--- config.mk ---
export PLATFORM = sky130hd
export DESIGN_NAME = blmo_ram
export DESIGN_NICKNAME = d
export VERILOG_FILES = /design/src/hw/rtl/blmo_ram.sv
export SDC_FILE = /design/constraint.sdc
export NUM_CORES = 1
export LEC_CHECK = 0
export ABC_AREA = 0
export BUFFER_PORTS_ARGS = -buffer_cell sky130_fd_sc_hd__buf_2
export CAP_MARGIN = 30
export CORE_MARGIN = 2
export CORE_UTILIZATION = 30
export DETAILED_ROUTE_END_ITERATION = 16
export SLEW_MARGIN = 15
export SYNTH_ARGS = -nofsm -noshare
export SYNTH_HDL_FRONTEND = slang
export SYNTH_SLANG_ARGS = --single-unit
--- constraint.sdc ---
create_clock -name clk -period 1.85 [get_ports clk]
set_input_delay 0.37 -clock clk [delete_from_list [all_inputs] [get_ports clk]]
set_output_delay 0.37 -clock clk [all_outputs]
set_load 0.01 [all_outputs]
--- src/hw/rtl/blmo_ram.sv ---
module blmo_ram #(
    parameter int WIDTH = 8,
    parameter int DEPTH = 16
) (
    input  logic                     clk,
    input  logic                     we,
    input  logic [$clog2(DEPTH)-1:0] waddr,
    input  logic [WIDTH-1:0]         wdata,
    input  logic [$clog2(DEPTH)-1:0] raddr,
    output logic [WIDTH-1:0]         rdata
);

    logic [WIDTH-1:0] mem [DEPTH];

    always_ff @(posedge clk)
    begin
        if (we)
        begin
            mem[waddr] <= wdata;
        end
        rdata <= mem[raddr];
    end

endmodule

==> metrics.md <==
| Metric | Value |
|---|---|
| Clock sink count | `around 140` |
| Finished Core Util | `between 30% and 40%` |
| Grt ovf | `0` |
| Final setup violation count | `0` |
| Largest net degree at the start of global routing | `33` |
| CTS tree | `built` |
| Footprint of the multi-input gates | `0.001062 mm²` |
| Filler instances | `1537` |
| Startpoint types | `input port` |
| CTS Hold Bufs | `0` |
| Layout cells sized above 1 | `31.56%` |
| Vias in the first global route | `between 2000 and 3000` |
| Final instance area | `between 0.006 and 0.007 mm²` |
| Htree depth | `4` |
| Syn Std Cell Area | `between 0.005 and 0.006 mm²` |
| Worst Path Arrival | `1.68 ns` |
| Worst setup path category | `input port to flip-flop` |
| Slew HR | `roughly 46%` |
| Yosys warns | `0` |
| Hold_sp | `wdata[3]` |
| DIE AREA | `0.01822 mm²` |
| DR iter-0 viols | `roughly 240` |
| Final Critical Period | `between 1 and 1.5 ns` |
| FF+latch count, synth | `136` |
| Mapped Cells | `229` |
| Largest cells by area after synthesis | `edfxtp_1 (75%), mux4_2 (7.9%), mux4_1 (7.1%), dfxtp_1 (3.1%), a22oi_1 (2.3%)` |
| Ports | `26` |
| Worst EP required | `2.13 ns` |
| Top FF cell, synth | `edfxtp_1` |
| First-pass GRT wire length | `15830 µm` |
| Fin crit share | `between 70 and 80%` |
| Fraction of synthesis flops using an asynchronous set or reset pin | `0%` |
| Setup TNS | `0 ns` |
| EDFF count, synth | `approximately 130` |
| Layout area overhead | `20.47%` |
| Launching point of the worst reg2reg path | `mem[9][5]$_DFFE_PP_` |
| Setup Fix Bufs, Post-CTS | `0` |
| Max Slew Vio Count | `0` |
| Post-DP Area | `0.005679 mm²` |
| Hold Path Sink | `mem[12][3]$_DFFE_PP_` |
| Pwr Total | `6758 µW` |
| R2R Setup Slk | `0.49 ns` |
| Hold Violations, Final | `0` |
| Crit-path max FO | `16` |
| Worst-skew pair later-pin latency | `roughly 0.4 ns` |
| Port bufs | `25` |
| Clock slew at reported path FFs | `0.06 ns` |
| Post-DRT Antenna Nets | `0` |
| PwrDens | `between 1000 and 1500 mW/mm²` |
| Leakage | `around 0.0021 µW` |
| Die width | `between 100 and 150 µm` |
| CTS buffer count | `17` |
| Most frequent cells after synthesis | `edfxtp_1 (128), mux4_2 (18), a22oi_1 (16)` |
| Die Ht | `135.0 µm` |
| Crit. End Element | `flip-flop` |
| Dominant cell type by area after synthesis | `edfxtp_1` |
| Unique masters post-synth | `19` |
| Avg Cell Area, Syn | `between 20 and 25 µm²` |
| Reg2reg end | `rdata[5]$_DFF_P_` |
| Actual slew at the worst max-slew pin | `~0.8 ns` |
| RSZ-0062 raised after global routing | `false` |
| Layout Skew | `between 0.005 and 0.006 ns` |
| Maximum clock insertion buffer count | `2` |
| Status | `completed` |
| DR pass1 iterations | `4` |
| All-Layer GR Usage | `12.12%` |
| Synthesized Nets | `about 250` |
| Initial antenna violation count | `0` |
| VDD IR-drop max | `~0.00066 V` |
| Synth top area share | `between 70% and 80%` |
| Diode count | `0` |
| Cell depth of the worst flop-to-flop path | `3` |
| HPWL after detailed placement | `between 6000 and 7000 µm` |
| Routability Congestion | `0.7196` |
| Hold depth | `1` |
| Register area | `around 0.0040 mm²` |
| Post-cts resize count | `0` |
| Nets | `between 300 and 400` |
| Most frequent cell after synthesis | `edfxtp_1` |
| Worst hold path type | `input port to flip-flop` |
| Vias | `approximately 2500` |
| Post-synthesis sequential area ratio | `between 70% and 80%` |
| Vias/cell | `around 4.8` |
| DRT Wirelength | `between 10000 and 15000 µm` |
| Num rows | `47` |
| Root buffer cell | `clkbuf_16` |
| Drt wl/cell | `about 20 µm` |
| Initial Utilization | `between 30% and 40%` |
| DRC errors left | `0` |
| MaxCap Viol Count | `0` |
| Peak Freq | `just over 700 MHz` |
| Core area | `about 0.017 mm²` |
-- state kept, by name, indices dropped and copies added, names as in the netlist --
name / count
mem: 128
rdata: 8
-- layer usage --
metal | GRT usage, % | up-vias | part of all wire (%)
met3 | 3.116 | 9 | 4.1
met1 | 16.41 | 1321 | 46
met4 | 4.225 | 0 | 1.0
li1 | - | 1090 | -
met5 | 0 | - | 0
met2 | 19.09 | 64 | 49
-- placed cells by master (no fill, tap or decap), types with 2 or more instances in the layout --
master | netlist | routed
mux4_1 | 14 | 14
a22oi_1 | 16 | 16
clkbuf_1 | 0 | 3
clkinv_2 | 0 | 5
nand2_1 | 9 | 9
clkinv_1 | 0 | 4
dfxtp_1 | 8 | 8
clkinvlp_4 | 0 | 2
nor3_1 | 4 | 3
buf_12 | 0 | 2
mux4_2 | 18 | 18
buf_4 | 1 | 23
nand2b_1 | 2 | 2
edfxtp_1 | 128 | 128
nor2_1 | 13 | 13
clkbuf_16 | 0 | 17
nand3b_1 | 2 | 2
buf_2 | 3 | 25
-- logic make-up after synthesis --
kind of cell / count (synthesis) / synth area share, %
AOI/OAI and AO/OA: 16 / 2.334
and+or+nand+nor: 35 / 3.184
muxes: 32 / 15.02
DFF: 136 / 77.78
buffers and inverters: 10 / 1.677
-- worst max-delay path, cell delays in order --
cell and delay, ns:
buf_2 0.17, buf_12 0.19, mux4_1 0.59, a22oi_1 0.28
nand2_1 0.07
-- stage by stage --
stage | std cells | setup WS (ns) | hold slack, ns
2_1_floorplan | 229 | 0.2139 | 0.4689
5_1_grt | 521 | 0.3572 | 0.3575
3_3_place_gp | 489 | 0.01133 | 0.6539
4_1_cts | 521 | 0.4494 | 0.3471
6_report | 521 | 0.4527 | 0.3575
3_5_place_dp | 489 | 0.03137 | 0.6561
-- power breakdown --
part           switching (µW)  leakage, µW  internal [µW]
Sequential               20.2      0.00122           3450
Clock                    1150     0.000253           1810
Combinational             189     0.000612            144
-- layout make-up --
class / instances / share of cell area [%]
clock buffers: 20 / 7.042
clock inverters: 12 / 1.372
multi-input cells: 83 / 17.13
flip-flops and latches: 136 / 64.57
well taps: 220 / 4.439
repair buffers: 50 / 5.448
-- worst max-delay path by stage --
stage,from,slack (ns),cells past startpoint,end
finish,raddr[0],0.45,5,rdata[5]$_DFF_P_
detailed placement,raddr[0],0.03,5,rdata[5]$_DFF_P_
global route,raddr[0],0.36,5,rdata[2]$_DFF_P_
floorplan,waddr[2],0.21,2,mem[3][0]$_DFFE_PP_
CTS,raddr[0],0.45,5,rdata[2]$_DFF_P_
global placement,raddr[0],0.01,5,rdata[2]$_DFF_P_
No activity file was read; power rests on OpenSTA's default activity.
