## config.mk

```make
export PLATFORM = sky130hd
export DESIGN_NAME = blmo_ovl
export DESIGN_NICKNAME = d
export VERILOG_FILES = /design/src/hw/rtl/blmo_pkg.sv /design/src/hw/rtl/blmo_ovl.sv
export SDC_FILE = /design/constraint.sdc
export NUM_CORES = 1
export LEC_CHECK = 0
export BUFFER_PORTS_ARGS = -buffer_cell sky130_fd_sc_hd__buf_4
export CAP_MARGIN = 10
export CORE_MARGIN = 4
export CORE_UTILIZATION = 40
export DETAILED_ROUTE_END_ITERATION = 6
export GPL_TIMING_DRIVEN = 0
export HOLD_SLACK_MARGIN = 0.05
export SETUP_SLACK_MARGIN = 0.05
export SYNTH_ARGS = -nofsm -noshare
export SYNTH_HDL_FRONTEND = slang
export SYNTH_SLANG_ARGS = --single-unit
```

## constraint.sdc

```tcl
create_clock -name clk -period 6.32 [get_ports clk]
set_input_delay 0.632 -clock clk [delete_from_list [all_inputs] [get_ports clk]]
set_output_delay 0.632 -clock clk [all_outputs]
set_load 0.005 [all_outputs]
```

## src/hw/rtl/blmo_pkg.sv

```systemverilog
package blmo_pkg;

    localparam int MAX_BOXES = 64;
    localparam int IDX_W     = $clog2(MAX_BOXES);
    localparam int CNT_W     = $clog2(MAX_BOXES + 1);
    localparam int COORD_W   = 12;
    localparam int LABEL_W   = 7;
    localparam int EDGE_W    = COORD_W + 1;
    localparam int OWN_W     = 2 * COORD_W;
    localparam int OVL_W     = 2 * EDGE_W;
    localparam int CMP_W     = OVL_W + 2;
    localparam int CFG_IDX_W = 1;

    localparam logic [CFG_IDX_W-1:0] REG_LABEL_REPLACE = 1'd0;
    localparam logic [CFG_IDX_W-1:0] REG_LABEL_TARGET  = 1'd1;

    localparam logic [LABEL_W-1:0] LABEL_REPLACE_RST = 7'd7;
    localparam logic [LABEL_W-1:0] LABEL_TARGET_RST  = 7'd2;

    typedef struct packed {
        logic [COORD_W-1:0] x;
        logic [COORD_W-1:0] y;
        logic [COORD_W-1:0] w;
        logic [COORD_W-1:0] h;
        logic [LABEL_W-1:0] label;
    } box_t;

    localparam int BOX_W = $bits(box_t);

    typedef struct packed {
        logic busy;
        logic hit;
    } ovl_stat_t;

endpackage

```

## src/hw/rtl/blmo_ovl.sv

```systemverilog
module blmo_ovl (
    input  logic                clk,
    input  logic                rst_n,
    input  logic                valid,
    input  blmo_pkg::box_t      box_a,
    input  blmo_pkg::box_t      box_b,
    output blmo_pkg::ovl_stat_t stat
);

    logic [blmo_pkg::EDGE_W-1:0] a_xe, b_xe, a_ye, b_ye;
    logic [blmo_pkg::EDGE_W-1:0] x1, x2, y1, y2;
    logic [blmo_pkg::EDGE_W-1:0] dx_reg, dy_reg;
    logic                        pos1_reg, pos2_reg, v1_reg, v2_reg;
    logic [blmo_pkg::OVL_W-1:0]  so_reg;
    logic [blmo_pkg::OWN_W-1:0]  own_reg;
    logic [blmo_pkg::CMP_W-1:0]  lhs, rhs;

    // Stage one: intersection edges of the two boxes.
    always_comb
    begin
        a_xe = {1'b0, box_a.x} + {1'b0, box_a.w};
        b_xe = {1'b0, box_b.x} + {1'b0, box_b.w};
        a_ye = {1'b0, box_a.y} + {1'b0, box_a.h};
        b_ye = {1'b0, box_b.y} + {1'b0, box_b.h};
        x2   = (a_xe < b_xe) ? a_xe : b_xe;
        y2   = (a_ye < b_ye) ? a_ye : b_ye;
        x1   = (box_a.x > box_b.x) ? {1'b0, box_a.x} : {1'b0, box_b.x};
        y1   = (box_a.y > box_b.y) ? {1'b0, box_a.y} : {1'b0, box_b.y};
    end

    always_ff @(posedge clk or negedge rst_n)
    begin
        if (!rst_n)
        begin
            v1_reg <= 1'b0;
            v2_reg <= 1'b0;
        end
        else
        begin
            v1_reg <= valid;
            v2_reg <= v1_reg;
        end
    end

    always_ff @(posedge clk)
    begin
        dx_reg   <= x2 - x1;
        dy_reg   <= y2 - y1;
        pos1_reg <= (x2 > x1) && (y2 > y1);
        so_reg   <= dx_reg * dy_reg;
        own_reg  <= box_a.w * box_a.h;
        pos2_reg <= pos1_reg;
    end

    // 2*own < 3*overlap, exact in integers.
    assign lhs = {3'b000, own_reg, 1'b0};
    assign rhs = {2'b00, so_reg} + {1'b0, so_reg, 1'b0};

    assign stat.busy = v1_reg | v2_reg;
    assign stat.hit  = v2_reg && pos2_reg && (lhs < rhs);

endmodule

```

==> impl_metrics.sql <==
INSERT INTO impl_metrics (metric_group, metric, value, unit) VALUES
('drt', 'wire_per_inst', '17.20', 'um'),
('yosys', 'yosys_register_bits', '80', ''),
('timing', 'max_clock_freq', '0.1670', 'GHz'),
('timing', 'setup_slack', '0.3337', 'ns'),
('global_routing', 'grt_antenna_before_repair', '0', ''),
('cells_and_area', 'layout.cells.most_common', 'inv_1', ''),
('clocking', 'cts_htree_levels', '3', ''),
('yosys', 'netlist_instances', '2066', ''),
('die', 'core.rowCount', '76', ''),
('yosys', 'synth.cell_area', '17740', 'um2'),
('job', 'drv_cap', '0', ''),
('timing', 'timing.final.crit_share', '94.72', '%'),
('clocking', 'cts_tree', 'yes', ''),
('place', 'buffer_ports.inserted', '100', ''),
('yosys', 'synth_top_area_share', '25.73', '%'),
('critical_path', 'worstSetupPathType', 'register to register', ''),
('timing', 'setup_viol_count_final', '0', ''),
('cells_and_area', 'largest_register_ffs', '26', ''),
('cells_and_area', 'layout.nets', '2818', ''),
('global_routing', 'via_count_of_the_first_global_routing_pass', '14769', ''),
('yosys', 'synth_xor_xnor_area_share', '5.776', '%'),
('yosys', 'synth_largest_area_cell', 'fa_1', ''),
('yosys', 'syn-mean-instance-area', '8.588', 'um2'),
('timing', 'worst_clock_skew_on_the_final_layout', '0.008278', 'ns'),
('yosys', 'synthAdderAreaFrac', '46.94', '%'),
('critical_path', 'start_kind', 'register', ''),
('clocking', 'ctsLongestPathBuffers', '2', ''),
('critical_path', 'cpPeakStageDelay', '0.55', 'ns'),
('die', 'fp.dieH', '218.6', 'um'),
('yosys', 'share_of_the_synthesized_area_in_compound_gates_ao_oa_aoi_oai', '12.47', '%'),
('yosys', 'count_of_flip_flops_with_a_built_in_enable_after_synthesis', '0', ''),
('drt', 'final_antenna_net_count', '0', ''),
('yosys', 'post_synth_mux_area_share', '1.707', '%'),
('clocking', 'cts_buffers', '9', ''),
('min_path', 'worst_hold_path_type', 'register to register', ''),
('critical_path', 'timing.critical_path.mode_cell', 'fa_1', ''),
('status', 'outcome', 'complete, no violations', ''),
('drt', 'postRouteWirelength', '47.62', 'mm'),
('global_routing', 'grt.overflow.total', '0', ''),
('die', 'core_area', '43460', 'um2'),
('yosys', 'synth-simple-area-share', '15.08', '%'),
('place', 'dp.final_hpwl', '41.65', 'mm'),
('timing', 'slew_violations', '0', ''),
('critical_path', 'worst_path_max_delay_cell', 'fa_1', ''),
('critical_path', 'reg2reg_setup_slack', '0.33', 'ns'),
('yosys', 'most_used_dff_post_synth', 'dfxtp_1', ''),
('die', 'dieWidth', '218.6', 'um'),
('global_routing', 'pin_count_of_the_biggest_net_entering_global_routing', '15', ''),
('yosys', 'netlist_top_cells_area', 'fa_1 (26%), ha_1 (21%), dfxtp_1 (8.8%), inv_1 (7.8%), nand2_1 (5.1%)', ''),
('clocking', 'clk_latency', '0.34', 'ns'),
('cells_and_area', 'area_growth', '11.57', '%'),
('yosys', 'synthDistinctLibCells', '62', ''),
('timing', 'worst_slew_pin_slew', '0.7504', 'ns'),
('place', 'globalplace.congestion', '0.9192', ''),
('timing', 'finalWorstPathRequiredPeriod', '5.986', 'ns'),
('drt', 'drc_errors', '0', ''),
('critical_path', 'crit_fanout', '10', ''),
('critical_path', 'regToRegStartpoint', 'dy_reg[4]$_DFF_P_', ''),
('critical_path', 'required', '6.59', 'ns'),
('die', 'dieArea', '47790', 'um2'),
('yosys', 'synthArstFlopShare', '2.500', '%'),
('global_routing', 'global_route_wire_length_before_repair', '77.80', 'mm'),
('timing', 'hold_viol', '0', ''),
('drt', 'drt_pre_antenna_iters', '5', ''),
('drt', 'routed-via-count', '14195', ''),
('yosys', 'synth_fp_nets', '2706', ''),
('timing', 'max-slew-margin-rel', '49.97', '%'),
('drt', 'vias_per_cell', '5.128', ''),
('die', 'start_util', '40.83', '%'),
('critical_path', 'reg2reg_to', 'so_reg[24]$_DFF_P_', ''),
('place', 'place_worst_setup_slack', '-1.011', 'ns');
==> cell families (layout without fill, tap and decap cells) <==
family	after synthesis	after routing
and+or+nand+nor	553	553
AOI/OAI and AO/OA	335	336
adders and majority gates	529	529
DFF	80	80
muxes	30	30
buffers and inverters	422	538
xor gates and xnor gates	117	117
==> cell usage after synthesis, types with 4 or more instances <==
library cell and number:
and2_1 130, nand4_1 18, o211ai_1 8, a21o_1 62, fa_1 228, o21bai_1 18
a31oi_1 14, o31ai_1 4, xor2_1 41, inv_1 367, nor2b_1 20, o21a_1 12
or3_1 7, nand3_1 18, dfxtp_1 78, a211oi_1 12, nor2_1 56, o21ai_0 64
mux2i_1 28, clkbuf_1 50, o2111ai_1 7, nand2b_1 15, ha_1 299, a41oi_1 5
or2_2 8, a21oi_1 91, nand2_1 239, nor3_1 27, and3_1 9, xnor2_1 76
==> worst max path at each step <==
stage	start	endpoint	depth (start not counted)
after detailed placement	box_a[20]	dx_reg[12]$_DFF_P_	31
final	dy_reg[4]$_DFF_P_	so_reg[24]$_DFF_P_	19
after global placement	box_a[20]	dx_reg[10]$_DFF_P_	32
after floorplan	box_a[20]	dx_reg[10]$_DFF_P_	31
after global routing	box_a[20]	dx_reg[10]$_DFF_P_	31
after CTS	box_a[20]	dx_reg[10]$_DFF_P_	31
==> final cells by class <==
type | count | area, um2
Buffer | 45 | 226.5
Sequential cell | 80 | 1612
Fill cell | 4312 | 23660
Multi-Input combinational cell | 1565 | 14670
Clock buffer | 10 | 239.0
Timing Repair Buffer | 110 | 844.6
Tap cell | 585 | 732.0
Inverter | 367 | 1381
Clock inverter | 6 | 91.34
==> what timing repair did <==
item	in CTS	in global routing
setup buffers	0	9
setup endpoints to repair	9	15
gates cloned	0	1
hold buffers	1	0
resized for setup	4	94
pin swaps	0	8
endpoints found under the hold margin	2	0
==> per-stage QoR <==
stage | utilization [%] | hold WS [ns] | TNS, ns | cells | cell area (um2)
CTS | 45.04 | 0.3362 | 0 | 2767 | 19580
global placement | 44.24 | 0.3198 | -4.786 | 2751 | 19220
global route | 45.55 | 0.3486 | 0 | 2768 | 19800
floorplan | - | 0.3096 | 0 | 2066 | 17740
finish | 45.55 | 0.3322 | 0 | 2768 | 19800
detailed placement | 44.24 | 0.3200 | -5.771 | 2751 | 19220
==> worst max-delay path, delay by kind of cell (launching register included) <==
| family | cells | cell delay (ns) |
|---|---|---|
| flops | 1 | 0.45 |
| xor+xnor | 1 | 0.14 |
| simple gates | 4 | 0.67 |
| fa+ha+maj | 6 | 2.96 |
| compound gates | 4 | 1.14 |
| buf+inv | 4 | 0.54 |
==> metal layers <==
layer / up-vias / global-route usage [%] / part of all wire [%]
met4: 0 / 5.140 / 2.2
met3: 54 / 2.864 / 5.4
li1: 6942 / - / -
met2: 384 / 32.35 / 44
met1: 6815 / 29.90 / 48
met5: - / 0 / 0
Power is not shown: default switching activity piles up to over one toggle a cycle in this logic, so the estimate is an artifact.
